**src/sv/drive_to_point_controller_core_macros.svh**
```systemverilog
// Assertion macros used by the drive-to-point controller core.
`ifndef DRIVE_TO_POINT_CONTROLLER_CORE_MACROS_SVH
`define DRIVE_TO_POINT_CONTROLLER_CORE_MACROS_SVH

`ifndef ASSERT_OFF
`define DTP_ASSERT_IMP(lbl, ante, cons) \
    lbl: assert property (@(posedge clk) disable iff (!rst_n) (ante) |-> (cons)) \
        else $error("dtp: property violated");
`define DTP_ASSERT_NEXT(lbl, ante, cons) \
    lbl: assert property (@(posedge clk) disable iff (!rst_n) (ante) |=> (cons)) \
        else $error("dtp: property violated");
`else
`define DTP_ASSERT_IMP(lbl, ante, cons)
`define DTP_ASSERT_NEXT(lbl, ante, cons)
`endif

`endif

```
**src/sv/dtp_pkg.sv**
```systemverilog
// Package with constants, codes and the arctangent table of the drive-to-point controller.
package dtp_pkg;

    localparam int DEF_CORDIC_STEPS  = 14;
    localparam int DEF_POSITION_BITS = 13;

    localparam int TABLE_LEN      = 24;
    localparam int STEP_BITS      = 5;
    localparam int ZW             = 28;
    localparam int MUL_A_BITS     = 18;
    localparam int MUL_B_BITS     = 16;
    localparam int MUL_P_BITS     = MUL_A_BITS + MUL_B_BITS;
    localparam int SUM_BITS       = 17;
    localparam int ERR_BITS       = 17;
    localparam int HEADING_BITS   = 14;
    localparam int DRIVE_BITS     = 13;
    localparam int LIM_BITS       = 11;
    localparam int CFG_INDEX_BITS = 2;
    localparam int CFG_DATA_BITS  = 10;

    localparam logic [MUL_B_BITS-1:0]      INV_GAIN_Q16 = 16'd39797;
    localparam logic signed [ZW-1:0]       Z_DEG180     = 28'sd11796480;
    localparam logic signed [ERR_BITS-1:0] ERR_DEG180   = 17'sd2880;
    localparam logic signed [ERR_BITS-1:0] ERR_DEG360   = 17'sd5760;
    localparam logic signed [ERR_BITS-1:0] TURN_LIMIT   = 17'sd640;
    localparam logic [6:0]                 SPEED_CAP    = 7'd100;

    localparam logic [1:0] ST_RUNNING = 2'd0;
    localparam logic [1:0] ST_ARRIVED = 2'd1;
    localparam logic [1:0] ST_TIMEOUT = 2'd2;

    localparam logic [CFG_INDEX_BITS-1:0] CFG_MAX_SPEED = 2'd0;
    localparam logic [CFG_INDEX_BITS-1:0] CFG_TOLERANCE = 2'd1;
    localparam logic [CFG_INDEX_BITS-1:0] CFG_TIMEOUT   = 2'd2;

    localparam logic [6:0] RST_MAX_SPEED = 7'd50;
    localparam logic [7:0] RST_TOLERANCE = 8'd8;
    localparam logic [9:0] RST_TIMEOUT   = 10'd200;

    // Arctangent of 2^-i in 1/65536 degree, rounded.
    function automatic logic signed [ZW-1:0] atan_q16(input logic [STEP_BITS-1:0] i);
        logic signed [ZW-1:0] a;
        unique case (i)
            5'd0:    a = 28'sd2949120;
            5'd1:    a = 28'sd1740967;
            5'd2:    a = 28'sd919879;
            5'd3:    a = 28'sd466945;
            5'd4:    a = 28'sd234379;
            5'd5:    a = 28'sd117304;
            5'd6:    a = 28'sd58666;
            5'd7:    a = 28'sd29335;
            5'd8:    a = 28'sd14668;
            5'd9:    a = 28'sd7334;
            5'd10:   a = 28'sd3667;
            5'd11:   a = 28'sd1833;
            5'd12:   a = 28'sd917;
            5'd13:   a = 28'sd458;
            5'd14:   a = 28'sd229;
            5'd15:   a = 28'sd115;
            5'd16:   a = 28'sd57;
            5'd17:   a = 28'sd29;
            5'd18:   a = 28'sd14;
            5'd19:   a = 28'sd7;
            5'd20:   a = 28'sd4;
            5'd21:   a = 28'sd2;
            5'd22:   a = 28'sd1;
            default: a = 28'sd0;
        endcase
        return a;
    endfunction

endpackage

```
**src/sv/drive_to_point_controller_core.sv**
```systemverilog
// Drive-to-point controller: arrival check, CORDIC distance and bearing, P drive and turn.
//
// Usage: one input word per 10 ms control tick on the in_valid/in_ready channel,
// one result word per input on the out_valid/out_ready channel. Configuration
// registers (max speed, arrival tolerance, tick budget) are written through
// cfg_write/cfg_index/cfg_data while the block is idle.
// Sequence: an accepted word moves to S_CHECK. A word outside a run or one that
// times out goes straight to the output. A word near the target takes the exact
// arrival check through S_SQX, S_SQY and S_SQT. A full tick runs S_VINIT, the
// CORDIC_STEPS rotations in S_ROT, the gain correction in S_GLO and S_GHI, then
// S_DIST and S_WRAP, which repeats for each heading wrap correction (at most 2);
// a zero vector skips the rotations. The CORDIC rotator is iterative and all
// products share the single 18x16 multiplier.
// The block works on one word at a time: in_ready is high only when no word
// is in work, so a new word is taken only after the last result has been taken.
// The result is held in output registers until out_ready; a stalled receiver
// holds the block and back-pressures the input channel.
// Reset: no run is active, the tick count is zero, the reported stop code is
// target reached, and the registers return to 50 percent, 8/16 inch and 200 ticks.
module drive_to_point_controller_core
    import dtp_pkg::*;
#(
    parameter int CORDIC_STEPS  = DEF_CORDIC_STEPS,
    parameter int POSITION_BITS = DEF_POSITION_BITS
)(
    input  logic                            clk,
    input  logic                            rst_n,
    input  logic                            cfg_write,
    input  logic [CFG_INDEX_BITS-1:0]       cfg_index,
    input  logic [CFG_DATA_BITS-1:0]        cfg_data,
    input  logic                            in_valid,
    output logic                            in_ready,
    input  logic                            start_run,
    input  logic signed [POSITION_BITS-1:0] target_x,
    input  logic signed [POSITION_BITS-1:0] target_y,
    input  logic signed [POSITION_BITS-1:0] position_x,
    input  logic signed [POSITION_BITS-1:0] position_y,
    input  logic signed [HEADING_BITS-1:0]  robot_heading,
    output logic                            out_valid,
    input  logic                            out_ready,
    output logic signed [DRIVE_BITS-1:0]    left_drive,
    output logic signed [DRIVE_BITS-1:0]    right_drive,
    output logic [1:0]                      run_status
);

`include "drive_to_point_controller_core_macros.svh"

    localparam int DW  = POSITION_BITS + 1;
    localparam int W   = POSITION_BITS + 12;
    localparam int FW  = W + 16;
    localparam int DSW = W - 8;
    localparam int D10 = DSW + 4;
    localparam int BW  = ZW - 12;

    typedef enum logic [11:0] {
        S_IDLE  = 12'b0000_0000_0001,
        S_CHECK = 12'b0000_0000_0010,
        S_SQX   = 12'b0000_0000_0100,
        S_SQY   = 12'b0000_0000_1000,
        S_SQT   = 12'b0000_0001_0000,
        S_VINIT = 12'b0000_0010_0000,
        S_ROT   = 12'b0000_0100_0000,
        S_GLO   = 12'b0000_1000_0000,
        S_GHI   = 12'b0001_0000_0000,
        S_DIST  = 12'b0010_0000_0000,
        S_WRAP  = 12'b0100_0000_0000,
        S_OUT   = 12'b1000_0000_0000
    } state_t;

    state_t                      state_reg, state_next;
    logic [6:0]                  max_speed_reg;
    logic [7:0]                  tol_reg;
    logic [9:0]                  timeout_reg;
    logic [9:0]                  tick_count_reg, tick_count_next;
    logic                        run_active_reg, run_active_next;
    logic [1:0]                  stop_code_reg, stop_code_next;
    logic [STEP_BITS-1:0]        step_reg, step_next;

    logic signed [DW-1:0]        dx_reg, dx_next;
    logic signed [DW-1:0]        dy_reg, dy_next;
    logic signed [HEADING_BITS-1:0] heading_reg, heading_next;
    logic signed [W-1:0]         x_reg, x_next;
    logic signed [W-1:0]         y_reg, y_next;
    logic signed [ZW-1:0]        z_reg, z_next;
    logic [SUM_BITS-1:0]         sum_reg, sum_next;
    logic [MUL_P_BITS-1:0]       prod_lo_reg, prod_lo_next;
    logic [W-1:0]                xg_reg, xg_next;
    logic [LIM_BITS-1:0]         drive_reg, drive_next;
    logic signed [ERR_BITS-1:0]  err_reg, err_next;
    logic signed [DRIVE_BITS-1:0] left_reg, left_next;
    logic signed [DRIVE_BITS-1:0] right_reg, right_next;
    logic [1:0]                  status_reg, status_next;

    logic [DW-1:0]               ax;
    logic [DW-1:0]               ay;
    logic                        near;
    logic [MUL_A_BITS-1:0]       mul_a;
    logic [MUL_B_BITS-1:0]       mul_b;
    logic [MUL_P_BITS-1:0]       mul_p;
    logic signed [W-1:0]         rx, ry;
    logic signed [ZW-1:0]        rz;
    logic signed [W-1:0]         x0, y0;
    logic [FW-1:0]               full;
    logic [W-1:0]                xr;
    logic [DSW-1:0]              dist_val;
    logic [D10-1:0]              d10;
    logic [6:0]                  ms_lim;
    logic [LIM_BITS-1:0]         lim;
    logic signed [ZW-1:0]        zr;
    logic signed [BW-1:0]        bear;
    logic signed [ERR_BITS-1:0]  t2;
    logic signed [ERR_BITS-1:0]  turn;
    logic signed [DRIVE_BITS-1:0] drive_s;
    logic signed [DRIVE_BITS-1:0] turn_s;

    assign in_ready    = (state_reg == S_IDLE);
    assign out_valid   = (state_reg == S_OUT);
    assign left_drive  = left_reg;
    assign right_drive = right_reg;
    assign run_status  = status_reg;

    assign ax   = dx_reg[DW-1] ? DW'(-dx_reg) : DW'(dx_reg);
    assign ay   = dy_reg[DW-1] ? DW'(-dy_reg) : DW'(dy_reg);
    assign near = (ax < DW'(tol_reg)) && (ay < DW'(tol_reg));

    // The shared multiplier serves the arrival squares and the CORDIC gain correction.
    always_comb
    begin
        mul_a = '0;
        mul_b = '0;
        unique case (state_reg)
            S_SQX:
            begin
                mul_a = MUL_A_BITS'(ax[7:0]);
                mul_b = MUL_B_BITS'(ax[7:0]);
            end
            S_SQY:
            begin
                mul_a = MUL_A_BITS'(ay[7:0]);
                mul_b = MUL_B_BITS'(ay[7:0]);
            end
            S_SQT:
            begin
                mul_a = MUL_A_BITS'(tol_reg);
                mul_b = MUL_B_BITS'(tol_reg);
            end
            S_GLO:
            begin
                mul_a = x_reg[MUL_A_BITS-1:0];
                mul_b = INV_GAIN_Q16;
            end
            S_GHI:
            begin
                mul_a = MUL_A_BITS'(x_reg[W-1:MUL_A_BITS]);
                mul_b = INV_GAIN_Q16;
            end
            default:
            begin
                mul_a = '0;
                mul_b = '0;
            end
        endcase
    end

    assign mul_p = MUL_P_BITS'(mul_a) * MUL_P_BITS'(mul_b);

    dtp_rot_step #(
        .W (W)
    ) u_rot (
        .x    (x_reg),
        .y    (y_reg),
        .z    (z_reg),
        .step (step_reg),
        .nx   (rx),
        .ny   (ry),
        .nz   (rz)
    );

    assign x0     = W'(dx_reg) <<< 8;
    assign y0     = W'(dy_reg) <<< 8;
    assign full   = (FW'(mul_p) << MUL_A_BITS) + FW'(prod_lo_reg);
    assign xr     = xg_reg + W'(128);
    assign dist_val = xr[W-1:8];
    assign d10    = D10'({dist_val, 3'b000}) + D10'({dist_val, 1'b0});
    assign ms_lim = (max_speed_reg > SPEED_CAP) ? SPEED_CAP : max_speed_reg;
    assign lim    = {ms_lim, 4'b0000};
    assign zr     = z_reg + ZW'(2048);
    assign bear   = zr[ZW-1:12];
    assign t2     = err_reg <<< 1;
    assign turn   = (t2 > TURN_LIMIT) ? TURN_LIMIT : ((t2 < -TURN_LIMIT) ? -TURN_LIMIT : t2);
    assign drive_s = $signed({2'b00, drive_reg});
    assign turn_s  = DRIVE_BITS'(turn);

    always_comb
    begin
        state_next      = state_reg;
        tick_count_next = tick_count_reg;
        run_active_next = run_active_reg;
        stop_code_next  = stop_code_reg;
        step_next       = step_reg;
        dx_next         = dx_reg;
        dy_next         = dy_reg;
        heading_next    = heading_reg;
        x_next          = x_reg;
        y_next          = y_reg;
        z_next          = z_reg;
        sum_next        = sum_reg;
        prod_lo_next    = prod_lo_reg;
        xg_next         = xg_reg;
        drive_next      = drive_reg;
        err_next        = err_reg;
        left_next       = left_reg;
        right_next      = right_reg;
        status_next     = status_reg;
        unique case (state_reg)
            S_IDLE:
            begin
                if (in_valid)
                begin
                    dx_next      = DW'(target_x) - DW'(position_x);
                    dy_next      = DW'(target_y) - DW'(position_y);
                    heading_next = robot_heading;
                    if (start_run)
                    begin
                        tick_count_next = '0;
                        run_active_next = 1'b1;
                    end
                    state_next = S_CHECK;
                end
            end
            S_CHECK:
            begin
                left_next  = '0;
                right_next = '0;
                if (!run_active_reg)
                begin
                    status_next = stop_code_reg;
                    state_next  = S_OUT;
                end
                else if (tick_count_reg >= timeout_reg)
                begin
                    run_active_next = 1'b0;
                    stop_code_next  = ST_TIMEOUT;
                    status_next     = ST_TIMEOUT;
                    state_next      = S_OUT;
                end
                else if (near)
                begin
                    state_next = S_SQX;
                end
                else
                begin
                    state_next = S_VINIT;
                end
            end
            S_SQX:
            begin
                sum_next   = SUM_BITS'(mul_p);
                state_next = S_SQY;
            end
            S_SQY:
            begin
                sum_next   = sum_reg + SUM_BITS'(mul_p);
                state_next = S_SQT;
            end
            S_SQT:
            begin
                if (MUL_P_BITS'(sum_reg) < mul_p)
                begin
                    run_active_next = 1'b0;
                    stop_code_next  = ST_ARRIVED;
                    status_next     = ST_ARRIVED;
                    state_next      = S_OUT;
                end
                else
                begin
                    state_next = S_VINIT;
                end
            end
            S_VINIT:
            begin
                step_next = '0;
                if (dx_reg < 0)
                begin
                    x_next = -x0;
                    y_next = -y0;
                    z_next = (dy_reg >= 0) ? Z_DEG180 : -Z_DEG180;
                end
                else
                begin
                    x_next = x0;
                    y_next = y0;
                    z_next = '0;
                end
                // A zero vector skips the rotations so distance and bearing come out zero.
                if ((dx_reg == 0) && (dy_reg == 0))
                begin
                    state_next = S_GLO;
                end
                else
                begin
                    state_next = S_ROT;
                end
            end
            S_ROT:
            begin
                x_next    = rx;
                y_next    = ry;
                z_next    = rz;
                step_next = step_reg + 1'b1;
                if (step_reg == STEP_BITS'(CORDIC_STEPS - 1))
                begin
                    state_next = S_GLO;
                end
            end
            S_GLO:
            begin
                prod_lo_next = mul_p;
                state_next   = S_GHI;
            end
            S_GHI:
            begin
                xg_next    = full[FW-1:16];
                state_next = S_DIST;
            end
            S_DIST:
            begin
                drive_next = (d10 > D10'(lim)) ? lim : d10[LIM_BITS-1:0];
                err_next   = ERR_BITS'(bear) - ERR_BITS'(heading_reg);
                state_next = S_WRAP;
            end
            S_WRAP:
            begin
                if (err_reg > ERR_DEG180)
                begin
                    err_next = err_reg - ERR_DEG360;
                end
                else if (err_reg <= -ERR_DEG180)
                begin
                    err_next = err_reg + ERR_DEG360;
                end
                else
                begin
                    left_next   = drive_s + turn_s;
                    right_next  = drive_s - turn_s;
                    status_next = ST_RUNNING;
                    if (tick_count_reg != '1)
                    begin
                        tick_count_next = tick_count_reg + 1'b1;
                    end
                    state_next = S_OUT;
                end
            end
            S_OUT:
            begin
                if (out_ready)
                begin
                    state_next = S_IDLE;
                end
            end
            default:
            begin
                state_next = S_IDLE;
            end
        endcase
    end

    always_ff @(posedge clk or negedge rst_n)
    begin
        if (!rst_n)
        begin
            state_reg      <= S_IDLE;
            tick_count_reg <= '0;
            run_active_reg <= 1'b0;
            stop_code_reg  <= ST_ARRIVED;
            step_reg       <= '0;
            max_speed_reg  <= RST_MAX_SPEED;
            tol_reg        <= RST_TOLERANCE;
            timeout_reg    <= RST_TIMEOUT;
        end
        else
        begin
            state_reg      <= state_next;
            tick_count_reg <= tick_count_next;
            run_active_reg <= run_active_next;
            stop_code_reg  <= stop_code_next;
            step_reg       <= step_next;
            if (cfg_write)
            begin
                unique case (cfg_index)
                    CFG_MAX_SPEED: max_speed_reg <= cfg_data[6:0];
                    CFG_TOLERANCE: tol_reg       <= cfg_data[7:0];
                    CFG_TIMEOUT:   timeout_reg   <= cfg_data[9:0];
                    default:       max_speed_reg <= max_speed_reg;
                endcase
            end
        end
    end

    always_ff @(posedge clk)
    begin
        dx_reg      <= dx_next;
        dy_reg      <= dy_next;
        heading_reg <= heading_next;
        x_reg       <= x_next;
        y_reg       <= y_next;
        z_reg       <= z_next;
        sum_reg     <= sum_next;
        prod_lo_reg <= prod_lo_next;
        xg_reg      <= xg_next;
        drive_reg   <= drive_next;
        err_reg     <= err_next;
        left_reg    <= left_next;
        right_reg   <= right_next;
        status_reg  <= status_next;
    end

    // A stopped or idle tick never commands motion.
    `DTP_ASSERT_IMP(a_stop_zero_drive, out_valid && (run_status != ST_RUNNING), (left_drive == '0) && (right_drive == '0))
    // A running result only comes from a run that is still active.
    `DTP_ASSERT_IMP(a_running_active, out_valid && (run_status == ST_RUNNING), run_active_reg)
    // An accepted word keeps the block busy in the following cycle.
    `DTP_ASSERT_NEXT(a_accept_busy, in_valid && in_ready, !in_ready && !out_valid)
    // The rotation counter stays inside the configured number of steps.
    `DTP_ASSERT_IMP(a_step_bound, state_reg == S_ROT, step_reg < STEP_BITS'(CORDIC_STEPS))

endmodule

```
**src/sv/dtp_rot_step.sv**
```systemverilog
// One vectoring CORDIC micro-rotation, reused by the controller for every step.
module dtp_rot_step
    import dtp_pkg::*;
#(
    parameter int W = DEF_POSITION_BITS + 12
)(
    input  logic signed [W-1:0]     x,
    input  logic signed [W-1:0]     y,
    input  logic signed [ZW-1:0]    z,
    input  logic [STEP_BITS-1:0]    step,
    output logic signed [W-1:0]     nx,
    output logic signed [W-1:0]     ny,
    output logic signed [ZW-1:0]    nz
);

    logic signed [W-1:0]  xs;
    logic signed [W-1:0]  ys;
    logic signed [ZW-1:0] ang;

    assign xs  = x >>> step;
    assign ys  = y >>> step;
    assign ang = atan_q16(step);

    always_comb
    begin
        if (y > 0)
        begin
            nx = x + ys;
            ny = y - xs;
            nz = z + ang;
        end
        else
        begin
            nx = x - ys;
            ny = y + xs;
            nz = z - ang;
        end
    end

endmodule
```
**config.mk**
```make
export PLATFORM = sky130hd
export DESIGN_NAME = drive_to_point_controller_core
export DESIGN_NICKNAME = d
export VERILOG_FILES = /design/src/sv/dtp_pkg.sv /design/src/sv/drive_to_point_controller_core.sv /design/src/sv/dtp_rot_step.sv
export VERILOG_INCLUDE_DIRS = /design/src /design/src/sv
export SDC_FILE = /design/constraint.sdc
export NUM_CORES = 2
export LEC_CHECK = 0
export ABC_CLOCK_PERIOD_IN_PS = 10800
export BUFFER_PORTS_ARGS = -buffer_cell sky130_fd_sc_hd__buf_2
export CORE_AREA = 2 2 293 295
export CTS_BUF_LIST = sky130_fd_sc_hd__clkbuf_8
export CTS_CLUSTER_SIZE = 25
export DETAILED_ROUTE_END_ITERATION = 10
export DIE_AREA = 0 0 295 297
export PLACE_DENSITY = 0.66
export SYNTH_ARGS = -nofsm -noshare
export SYNTH_HDL_FRONTEND = slang
export SYNTH_SLANG_ARGS = --single-unit
```
**constraint.sdc**
```tcl
create_clock -name clk -period 10.8 [get_ports clk]
set_input_delay 0.54 -clock clk [delete_from_list [all_inputs] [get_ports clk]]
set_output_delay 0.54 -clock clk [all_outputs]
set_load 0.02 [all_outputs]
```
== Word level (Yosys, flattened, before mapping) ==
Memory sizes are Yosys's and may differ from the RTL's.
Cells that the tools add are included.
Word-level totals
  register bits after elaboration: 307
  bits in read-only memories: 704
  input port bits: 84
  output and inout bits: 30
  logic and storage cells: 177
  memories kept: 1
Memories
  (no name shown): words 32, width 22, rd ports 1, clocked after memory_dff 0, wr ports 0, line dtp_pkg.sv:43  | unique case (i)
Cells by class
  $add $sub $neg: 24
  multiply operators: 1
  $lt $le $gt $ge: 13
  equality and inequality tests: 28
  shift operators: 2
  mux-type cells: 60
  reduce and logical (&&, ||, !) cells: 25
Operators by type and width (count)
  case mux 12 bit (12 select lines): 1
  two-way mux 25 bit: 4
  case mux 25 bit (2 select lines): 2
  two-way mux 12 bit: 8
  case mux 18 bit (5 select lines): 1
  two-way mux 28 bit: 3
  two-way mux 13 bit: 6
  case mux 17 bit (2 select lines): 2
  zero test 32 bit: 2
  case mux 16 bit (4 select lines): 1
  case mux 28 bit (2 select lines): 1
  case mux 13 bit (2 select lines): 2
  adder 25 bit: 2
  two-way mux 10 bit: 5
  negator 22 -> 25 bit: 2
  >>> shifter 25 x 5 -> 25 bit: 2
  subtractor 25 bit: 2
  adder 41 x 34 -> 41 bit: 1
  < comparator 17 x 34 -> 1 bit: 1
  multiplier 18 x 16 -> 34 bit: 1
  two-way mux 17 bit: 2
  adder 28 x 13 -> 28 bit (second input constant): 1
  adder 28 bit: 1
  < comparator 14 x 8 -> 1 bit: 2
  other kinds (64): 98

== Depth between registers and ports, before layout ==
  depth in word-level cells: 8
  depth in mapped cells: 42
  mapped depth without buffers: 39

== Modules after synthesis ==
A second synthesis with hierarchy kept.
Second synthesis, totals
  cell total of the unflattened synthesis: 3984
  area, all modules: 35750.5 µm²
Modules (own cells, without submodules)
  drive_to_point_controller_core: instances 1, cells an instance 2813, area each 26741.9 µm²
  dtp_rot_step: instances 1, cells an instance 1171, area each 9008.6 µm²

== Worst setup path before layout ==
OpenSTA, ideal clock, no wires.
  kind: register -> register
  start: reg state_reg[1]
  end: reg status_reg[0] (netlist: run_status[0]), enable pin
  arrival time: 11014 ps
  required time: 10555 ps
  setup slack: -458 ps
  cell stages (with the launch flop): 36
  path buffers: 2
  period minus slack after synthesis: 11258 ps
  path through: dfrtp_1 > or3_1 > nor4b_2 > nand2_1 > nor3b_1 > or2_2 > clkbuf_1 > nor2_1 > nor2_1 > fa_1 > fa_1 > ha_1 > inv_1 > fa_1 > fa_1 > fa_1 > inv_1 > ha_1 > a21o_1 > nor3_1 > a21oi_1 > a21o_1 > a21oi_1 > xor2_1 > inv_1 > ha_1 > clkbuf_1 > nor4_1 > or3b_2 > a21oi_1 > o221ai_1 > or4_1 > or4_1 > nor4_1 > and4_1 > nor2_1
On the way
  word-level cells in the longest chain between the ends: 7
  elaborated cells between the ends (all ways): 18
  classes of those cells: mul: 1; order compare: 1; eq/ne: 11; mux: 2; reduce/logical: 3
RTL lines
  start, declared: line drive_to_point_controller_core.sv:70  | state_t state_reg, state_next;
  start signal, assigned: line drive_to_point_controller_core.sv:383  | state_reg <= state_next;
  == test 12 x 9 -> 1 bit / == test 12 x 8 -> 1 bit (equally long branches): line drive_to_point_controller_core.sv:131  | unique case (state_reg)
  OR reduction 2 bit (no line)
  case mux 16 bit (4 select lines): line drive_to_point_controller_core.sv:131
  multiplier 18 x 16 -> 34 bit: line drive_to_point_controller_core.sv:165  | assign mul_p = MUL_P_BITS'(mul_a) * MUL_P_BITS'(mul_b);
  < comparator 17 x 34 -> 1 bit: line drive_to_point_controller_core.sv:268  | if (MUL_P_BITS'(sum_reg) < mul_p)
  != test 2 bit (no line)
  AND reduction 5 bit (no line) (*)
  end signal, assigned: line drive_to_point_controller_core.sv:415  | status_reg <= status_next;
  end, declared: line drive_to_point_controller_core.sv:92  | logic [1:0] status_reg, status_next;
Mark *: on every way between the ends. The rest lies on a longest branch, timed or not.
A chain may end at the register's enable or synchronous reset.

== Worst setup path in the final report ==
  start: reg dy_reg[0]
  end: reg status_reg[0] (netlist: run_status[0]), enable pin
On the way
  word-level cells in the longest chain between the ends: 7
  elaborated cells between the ends (all ways): 8
  classes of those cells: add/sub: 1; mul: 1; order compare: 1; eq/ne: 1; mux: 3; reduce/logical: 1
RTL lines
  start, declared: line drive_to_point_controller_core.sv:80  | logic signed [DW-1:0] dy_reg, dy_next;
  start signal, assigned: line drive_to_point_controller_core.sv:403  | dy_reg <= dy_next;
  negator 14 bit: line drive_to_point_controller_core.sv:123  | assign ay = dy_reg[DW-1] ? DW'(-dy_reg) : DW'(dy_reg);
  two-way mux 14 bit (*): line drive_to_point_controller_core.sv:123
  case mux 18 bit (5 select lines) / case mux 16 bit (4 select lines) (equally long branches): line drive_to_point_controller_core.sv:131
  multiplier 18 x 16 -> 34 bit (*): line drive_to_point_controller_core.sv:165
  < comparator 17 x 34 -> 1 bit (*): line drive_to_point_controller_core.sv:268
  != test 2 bit (no line) (*)
  AND reduction 5 bit (no line) (*)
Marked as above.

==> summary.md <==
| Metric | Value |
|---|---|
| Status | `complete, no violations` |
| Layout Utilization | `0.437` |
| CP dominant cell by count | `fa_1` |
| Number of port buffers | `111` |
| Total power | `6980 uW` |
| Sequential share of the synthesized area | `0.240` |
| Count of final setup violators | `0` |
| Vias/cell | `5.35` |
| Clock transition at the registers of the reported paths | `0.07 ns` |
| Die ar. | `87600 um2` |
| DIE WIDTH | `295 um` |
| Layout cell share with drive strength beyond 1 | `0.103` |
| Initial Util | `0.398` |
| Number of synthesized flops with an enable pin | `223` |
| Share of total power in sequential cells | `0.226` |
| Fmax | `97.6 MHz` |
| Max VDD drop | `95.0 uV` |
| Post-route ant nets | `0` |
| Synth area leaders | `edfxtp_1, ha_1, fa_1, inv_1, xnor2_1` |
| Prevailing post-synth register cell | `edfxtp_1` |
| Placed cell count | `4948` |
| Worst skew pair latency | `0.70 ns` |
| TritonCTS buffer count | `52` |
| Post-synthesis async set-or-reset flop share | `0.198` |
| Pins over their slew limit | `0` |
| #FFs+latches synth | `278` |
| Min Tclk post-route | `10.25 ns` |
| Critical path class | `reg2reg` |
| Hold path depth | `1` |
| Worst slew margin | `0.148` |
| Crit-path max FO | `5` |
| Post-synthesis cell count | `3726` |
| Starting DRT DRC Count | `1960` |
| Mapped Area | `33600 um2` |
| Area grow syn2layout | `9.70%` |
| Pint | `3820 uW` |
| Largest net degree at the start of global routing | `76` |
| Synth warnings | `0` |
| PwrDens | `189 nW/um2` |
| Global-route wire length before repair | `139 mm` |
| CP Capture Type | `flop` |
| CTS max path bufs | `3` |
| Row count | `107` |
| Critical path launch point type | `flop` |
| Power share of the combinational group | `0.611` |
| Distinct cells, synth | `93` |
| Post-route clock skew | `0.0770 ns` |
| Mean Syn Cell Area | `9.02 um2` |
| Switching pwr | `3160 uW` |
| Leak pwr | `0.0170 uW` |
| CP bufs+invs | `7` |
| Root Driver | `clkbuf_8` |
| Max_cap viols | `0` |
| CTS Sinks | `278` |
| Dominant cell type by area after synthesis | `edfxtp_1` |
| Number of flip-flops in the largest register | `28` |
| R2R Path End | `run_status[0]` |
| Final WS setup | `0.553 ns` |
| Worst min path class | `in2reg` |
| Synth top area share | `0.199` |
| Vias in the first global route | `26027` |
| CTS H-Tree Depth | `2` |
| Routability Congestion | `0.952` |
| Hold Startpoint | `robot_heading[8]` |
| DR pass1 iterations | `6` |
| Via Count | `27023` |
| Clock power frac | `0.164` |
| Flop2flop setup slack | `0.55 ns` |
| Die Y | `297 um` |
| CTS tree | `yes` |
| NumNets Final | `4515` |
| Most common library cells after synthesis | `inv_1, ha_1, nor2_1, nand2_1, edfxtp_1` |
| Setup TNS Final | `0 ns` |
| # DRC | `0` |
| Slowest stage delay, CP | `0.55 ns` |
| Slowest CP cell | `fa_1` |
| Avg WL per Cell | `17.0 um` |
| CP arrival | `10.71 ns` |
| Core ar. | `84500 um2` |
| Switching Fraction | `0.452` |
| Critical Path RT | `11.26 ns` |
| Most common cell in the synthesized netlist | `inv_1` |
| FF-to-FF Start | `dy_reg[0]` |
| Pre-CTS WS | `0.0673 ns` |
| Final Instance Count excl. Fillers | `5053` |
| Gr usage total | `0.195` |
| CP delay by family, top | `adder cells` |
| Period utilisation layout | `0.949` |
| WHS Endpoint | `heading_reg[8]` |
| Top Ports | `114` |
| Worst-Margin Slew | `1.28 ns` |
| HPWL Detailed | `68.9 mm` |
| Fin. Hold Viols | `0` |
| Initial antenna violation count | `1` |
| Routed wire length | `86.0 mm` |
| Gr ovfl total | `0` |
| FF-to-FF path depth | `37` |
-- metal layers --
layer,global-route usage,up-vias,routed length (um)
li1,-,13262,-
met1,0.275,12910,40200
met2,0.313,721,38700
met3,0.0261,130,4810
met4,0.0558,0,2350
met5,0,-,0
-- metrics by stage --
stage	area (um2)	hold slack [ns]
2_1_floorplan	33700	0.244
3_3_place_gp	35600	0.491
3_5_place_dp	35600	0.499
4_1_cts	36800	0.0132
5_1_grt	36900	0.0343
6_report	36900	0.0650
-- power groups by stage --
stage | Combinational [uW] | Clock, uW | Sequential [uW]
2_1_floorplan | 3250 | 0 | 1540
3_3_place_gp | 4170 | 0 | 1580
3_5_place_dp | 4200 | 0 | 1590
4_1_cts | 4240 | 1170 | 1570
5_1_grt | 4760 | 1220 | 1590
6_report | 4260 | 1140 | 1570
-- how the worst max path moves through the flow --
stage	cells past startpoint	to	startpoint
4_1_cts	38	run_status[1]	dy_reg[0]
3_3_place_gp	38	run_status[0]	dy_reg[0]
5_1_grt	34	run_status[0]	state_reg[5]
3_5_place_dp	38	run_status[1]	dy_reg[0]
6_report	37	run_status[0]	dy_reg[0]
2_1_floorplan	35	run_status[0]	state_reg[1]
-- kinds of logic (layout without fill, tap and decap cells) --
kind of cell,after synthesis,count (layout),synth area share
AO/OA/AOI/OAI,785,785,0.149
buffers and inverters,631,783,0.0730
XOR/XNOR,283,283,0.0741
multiplexers,132,132,0.0593
AND/OR/NAND/NOR,1048,1048,0.152
adder cells (fa/ha/maj),567,567,0.252
flip-flops,278,278,0.240
other,2,33,0.000223
-- placed cells by master, fill, tap and decap left out, types with 11 or more instances in the layout --
master / instances
xnor2_1: 167
nor4_1: 27
clkbuf_8: 57
a21boi_0: 16
fa_1: 182
o21ai_0: 207
nand4_1: 22
nand3_1: 75
o21a_1: 25
a22oi_1: 12
buf_4: 57
nand2b_1: 59
nor3_1: 67
a21oi_1: 193
inv_1: 527
o211ai_1: 14
a211o_1: 16
nor3b_1: 11
o21bai_1: 30
edfxtp_1: 223
a31oi_1: 36
mux2i_1: 37
conb_1: 32
and2_1: 39
dfrtp_1: 43
nor2_1: 310
nor2b_1: 47
a211oi_1: 18
or3_1: 28
a21o_1: 76
nand2_1: 258
ha_1: 384
mux2_2: 45
and3_1: 40
mux4_2: 48
xor2_1: 114
o31ai_1: 18
o22ai_1: 12
buf_2: 111
-- worst register-to-register path: cells and delay by family, from the launching register on --
family / cells / cell delay (ns)
AO/OA/AOI/OAI: 6 / 1.25
buffers and inverters: 7 / 0.57
XOR/XNOR: 2 / 0.48
adder cells (fa/ha/maj): 9 / 3.99
flip-flops: 1 / 0.47
AND/OR/NAND/NOR: 13 / 3.32
-- area by class of cell --
cell class | count | area (um2)
diodes | 1 | 2.50
inverters | 516 | 1940
multi-input cells | 2847 | 23300
repair buffers | 169 | 993
clock buffers | 57 | 785
flip-flops and latches | 278 | 8090
clock inverters | 41 | 360
well taps | 1144 | 1430
fillers | 8144 | 47600
-- repair_timing --
action | in CTS | in global routing
hold buffers | 1 | 0
buffers inserted | 0 | 5
setup endpoints to repair | 0 | 6
endpoints found under the hold margin | 21 | 0
gates resized for setup | 0 | 8
Power figures use the tool's default switching activity.
